`src/hw/rtl/fsdt_pkg.sv`:
```
// Package for the single-server tail-drop queue timer.
// Holds field widths, parameter defaults and the controller/datapath interface structs.
// No dependencies.
`default_nettype none
package fsdt_pkg;

	localparam int TIME_W = 48;
	localparam int DUR_W = 32;
	localparam int LIMIT_W = 11;
	localparam int MAX_QUEUE_DEF = 1024;
	localparam logic [LIMIT_W-1:0] LIMIT_RESET = 11'd1;

	typedef struct packed {
		logic load;
		logic pop;
		logic commit;
	} fsdt_cmd_t;

	typedef struct packed {
		logic occ_nz;
		logic hit;
		logic last_pop;
		logic out_free;
	} fsdt_status_t;

endpackage
`default_nettype wire

```
`src/hw/rtl/fsdt_ctrl.sv`:
```
// Controller state machine for the queue timer: accept, retire loop, decide.
// Depends on fsdt_pkg for the command and status structs.
`default_nettype none
module fsdt_ctrl
	import fsdt_pkg::*;
(
	input  wire logic         clk,
	input  wire logic         arst_n,
	input  wire logic         in_valid,
	output logic              in_ready,
	input  wire fsdt_status_t status,
	output fsdt_cmd_t         cmd
);

	localparam logic [1:0] ST_IDLE = 2'd0;
	localparam logic [1:0] ST_CHECK = 2'd1;
	localparam logic [1:0] ST_DECIDE = 2'd2;

	logic [1:0] state_q;
	logic [1:0] state_d;

	always_comb begin
		state_d = state_q;
		in_ready = 1'b0;
		cmd = '0;
		case (state_q)
			ST_IDLE: begin
				in_ready = 1'b1;
				if (in_valid) begin
					cmd.load = 1'b1;
					state_d = status.occ_nz ? ST_CHECK : ST_DECIDE;
				end
			end
			ST_CHECK: begin
				if (status.hit) begin
					cmd.pop = 1'b1;
					state_d = status.last_pop ? ST_DECIDE : ST_CHECK;
				end else begin
					state_d = ST_DECIDE;
				end
			end
			ST_DECIDE: begin
				if (status.out_free) begin
					cmd.commit = 1'b1;
					state_d = ST_IDLE;
				end
			end
			default: begin
				state_d = ST_IDLE;
			end
		endcase
	end

	always_ff @(posedge clk or negedge arst_n) begin
		if (!arst_n) begin
			state_q <= ST_IDLE;
		end else begin
			state_q <= state_d;
		end
	end

endmodule
`default_nettype wire

```
`config.mk`:
```
export PLATFORM = sky130hd
export DESIGN_NAME = fsdt_ctrl
export DESIGN_NICKNAME = d
export VERILOG_FILES = /design/src/hw/rtl/fsdt_pkg.sv /design/src/hw/rtl/fsdt_ctrl.sv
export SDC_FILE = /design/constraint.sdc
export NUM_CORES = 1
export LEC_CHECK = 0
export ABC_AREA = 1
export BUFFER_PORTS_ARGS = -buffer_cell sky130_fd_sc_hd__buf_2
export CORE_AREA = 2 2 39 41
export CTS_BUF_LIST = sky130_fd_sc_hd__clkbuf_16
export CTS_CLUSTER_DIAMETER = 100
export DETAILED_ROUTE_END_ITERATION = 8
export DIE_AREA = 0 0 41 43
export HOLD_SLACK_MARGIN = 0.12
export SYNTH_ARGS = -nofsm -noshare
export SYNTH_HDL_FRONTEND = slang
export SYNTH_SLANG_ARGS = --single-unit
```
`constraint.sdc`:
```
create_clock -name clk -period 0.96 [get_ports clk]
set_clock_uncertainty 0.1 [all_clocks]
set_input_delay 0.096 -clock clk [delete_from_list [all_inputs] [get_ports clk]]
set_output_delay 0.096 -clock clk [all_outputs]
set_load 0.05 [all_outputs]
```
# Word level (Yosys, flattened, before mapping)
# Cells that the tools add are included.
dict set report op_classes {
  reduce_logical 2
  muxes 13
  eq_ne 4
}
# operator count
set ops {}
lappend ops {{$mux 2} 5}
lappend ops {{$mux 1} 7}
lappend ops {{$pmux 2 s3} 1}
lappend ops {{$ne 2x2->1 const B} 2}
lappend ops {{$eq 2x1->1 const B} 1}
lappend ops {{$eq 2x2->1 const B} 1}
lappend ops {{$logic_not 2->1} 1}
lappend ops {{$reduce_and 2->1} 1}
dict set report word_totals {
  ff_bits 2
  in_bits 7
  out_inout_bits 4
  word_cells 20
}

# Logic depth before layout (Yosys ltp)
dict set report logic_depth {
  depth_word 3
  depth_mapped 6
  depth_no_buf 6
}

# Worst setup path before layout
# Ideal clock, no wire load.
dict set report synth_path {
  kind {reg2out}
  startpoint {register state_q[1]}
  endpoint {output port cmd[1] (netlist name)}
  setup_slack_ns -0.759
  path_stages_with_launch 2
  arrival_ns 1.523
  n_path_buf 0
  required_time_ns 0.764
  path_cell_list {dfrtp_1 nor3_1}
}
# element line
set synth_lines {}
lappend synth_lines {{start, declared} fsdt_ctrl.sv:19} ;# logic [1:0] state_q;
lappend synth_lines {{start signal, assigned} fsdt_ctrl.sv:58} ;# state_q <= state_d;
lappend synth_lines {{end, declared} fsdt_ctrl.sv:12} ;# output fsdt_cmd_t cmd

==> out/qor.yml <==
layout:
  largest_register: "state_q"
  utilization: 0.325
  antenna_cells: 0
  largest_reg_flops: 2
  drive_gt1_frac: 0.644
  area_growth_pct: 190
  mostFrequentLayoutCells: "6 x inv_1, 6 x nand2_1, 5 x buf_2, 4 x nand2_2"
  final_nets: 54
  reg_top3: "state_q: 2 flops"
global_routing:
  grt_util_all_layers: 0.0803
  first_global_vias: 247
  antenna_found_initial: 0
  grt_pass1_wl_um: 876
  met3_usage: 0.0576
  use_met1: 0.0707
  grt_busiest_layer: "met2"
  use_met2: 0.109
  grt_start_max_net_pins: 6
  grt_overflow: 0
worst_setup_path:
  path_class: "flop to output port"
  crit_arrival_ns: 1.07
  crit_path_max_fanout: 3
  cp-end-kind: "output port"
  rrSetupSlack_ns: -0.18
  worstPathRequired_ns: 0.76
  cp-start-kind: "flop"
synthesis:
  ys_warn_count: 0
  synth_cells: 27
  synth.cell_area_sq_um: 155
  seq_area_frac_synth: 0.323
  avgSynthCellArea_sq_um: 5.75
  synth.distinct_cells: 9
  ys_ff_latch: 2
  syn-num-nets: 34
sta:
  drv_slew: 0
  setup_tns_ns: -1.45
  setup_ws_ns: -0.302
  tightest_slew_ns: 0.192
  grt_setup_unrepaired: "true"
  max_freq_ghz: 0.793
  finalHoldViolCount: 0
  period_share: 1.31
  finalSetupViolations: 6
  period_needed_ns: 1.26
  maxSlewHeadroom: 0.872
routing:
  dr.pass1.iters: 1
  ant_nets: 0
  route.detailed.drc: 0
  totalWireLength_um: 504
  via_per_inst: 3.62
  vias: 221
  wire_per_inst_um: 8.26
  first_iter_violations: 0
die:
  start_util: 0.112
  ioPinCount: 11
  chipWidth_um: 41
  fp.coreArea_sq_um: 1380
  die_h_um: 43
  rows: 14
  dieArea_sq_um: 1760
job:
  drv_cap: 0
clock_tree:
  clkLatencyLatePin_ns: 0.22
  clock_sinks: 2
  htreeDepth: 1
  root_buffer: "clkbuf_16"
  cts_tree: "done"
  clockBufferDepth: 2
  cts_buffers: 3
  path_clk_slew_ns: 0.03
run_status:
  failed_checks: "setup timing"
  status: "complete, but fails checks"
placed_design:
  place.gp.congestion: 0.689
  io_buffer_count: 10
  dp_hpwl_um: 326
pwr:
  p_leak_nw: 0.227
  powerDensity_nw_per_um2: 3890
  ir_worst_vdd_mv: 1.26
worst_hold_path:
  worstHoldPathType: "primary input to flop"
-- area by class of cell --
type | instances | area [sq um]
inverters | 7 | 28.8
fillers | 153 | 935
well taps | 16 | 20.0
clock buffers | 3 | 75.1
multi-input cells | 18 | 139
flip-flops and latches | 2 | 52.6
repair buffers | 15 | 134
-- synthesized netlist by cell type (all sizes together) --
master,instances,area share
nand2,11,0.27
nor2,3,0.089
inv,7,0.17
nor3,2,0.065
dfrtp,2,0.32
nand3,1,0.032
a21oi,1,0.056
-- timing repair --
item	CTS	global route
endpoints found under the hold margin	3	0
setup endpoints to repair	6	8
pin swaps	4	3
hold buffers	3	0
setup buffers	2	0
gates resized for setup	16	4
-- per-stage QoR --
stage | setup slack (ns) | power, mW | std cells | hold WS [ns] | cell area (sq um)
floorplan | -0.245 | 0.666 | 27 | -0.300 | 193
global placement | -0.178 | 0.790 | 54 | -0.218 | 270
detailed placement | -0.187 | 0.795 | 54 | -0.216 | 270
CTS | -0.293 | 1.71 | 62 | 0.131 | 440
global route | -0.334 | 1.84 | 61 | 0.175 | 449
finish | -0.302 | 1.75 | 61 | 0.130 | 449
-- worst max-delay path: stages (launching register included) --
cell and delay [ns]:
dfrtp_2 0.43, inv_4 0.06, nor3_4 0.18, buf_6 0.18
-- where the power goes --
group / leakage [nW] / total, mW / switching [mW] / internal, mW
clock network: 0.0370 / 0.621 / 0.0914 / 0.530
registers: 0.0230 / 0.227 / 0.0974 / 0.129
logic: 0.168 / 0.901 / 0.507 / 0.394
-- per-layer routing --
metal	up-vias	share of wire
li1	116	-
met1	99	0.33
met2	6	0.59
met3	0	0.079
met4	0	0
met5	-	0
-- worst paths after layout --
kind / endpoint / startpoint / cells past startpoint
worst max-delay path: cmd[1] / state_q[0] / 3
worst min-delay path: state_q[0] / status[1] / 6
worst max register to register: state_q[1] / state_q[1] / 6
worst min register to register: state_q[0] / state_q[0] / 4
max in group asynchronous: state_q[0] / arst_n / 2
min in group asynchronous: state_q[1] / arst_n / 2
-- kinds of logic after synthesis --
| logic type | count (synthesis) | synth area share |
|---|---|---|
| buffers and inverters | 7 | 0.169 |
| AOI/OAI and AO/OA | 1 | 0.0565 |
| DFF | 2 | 0.323 |
| and+or+nand+nor | 17 | 0.452 |
Power figures use the tool's default switching activity.
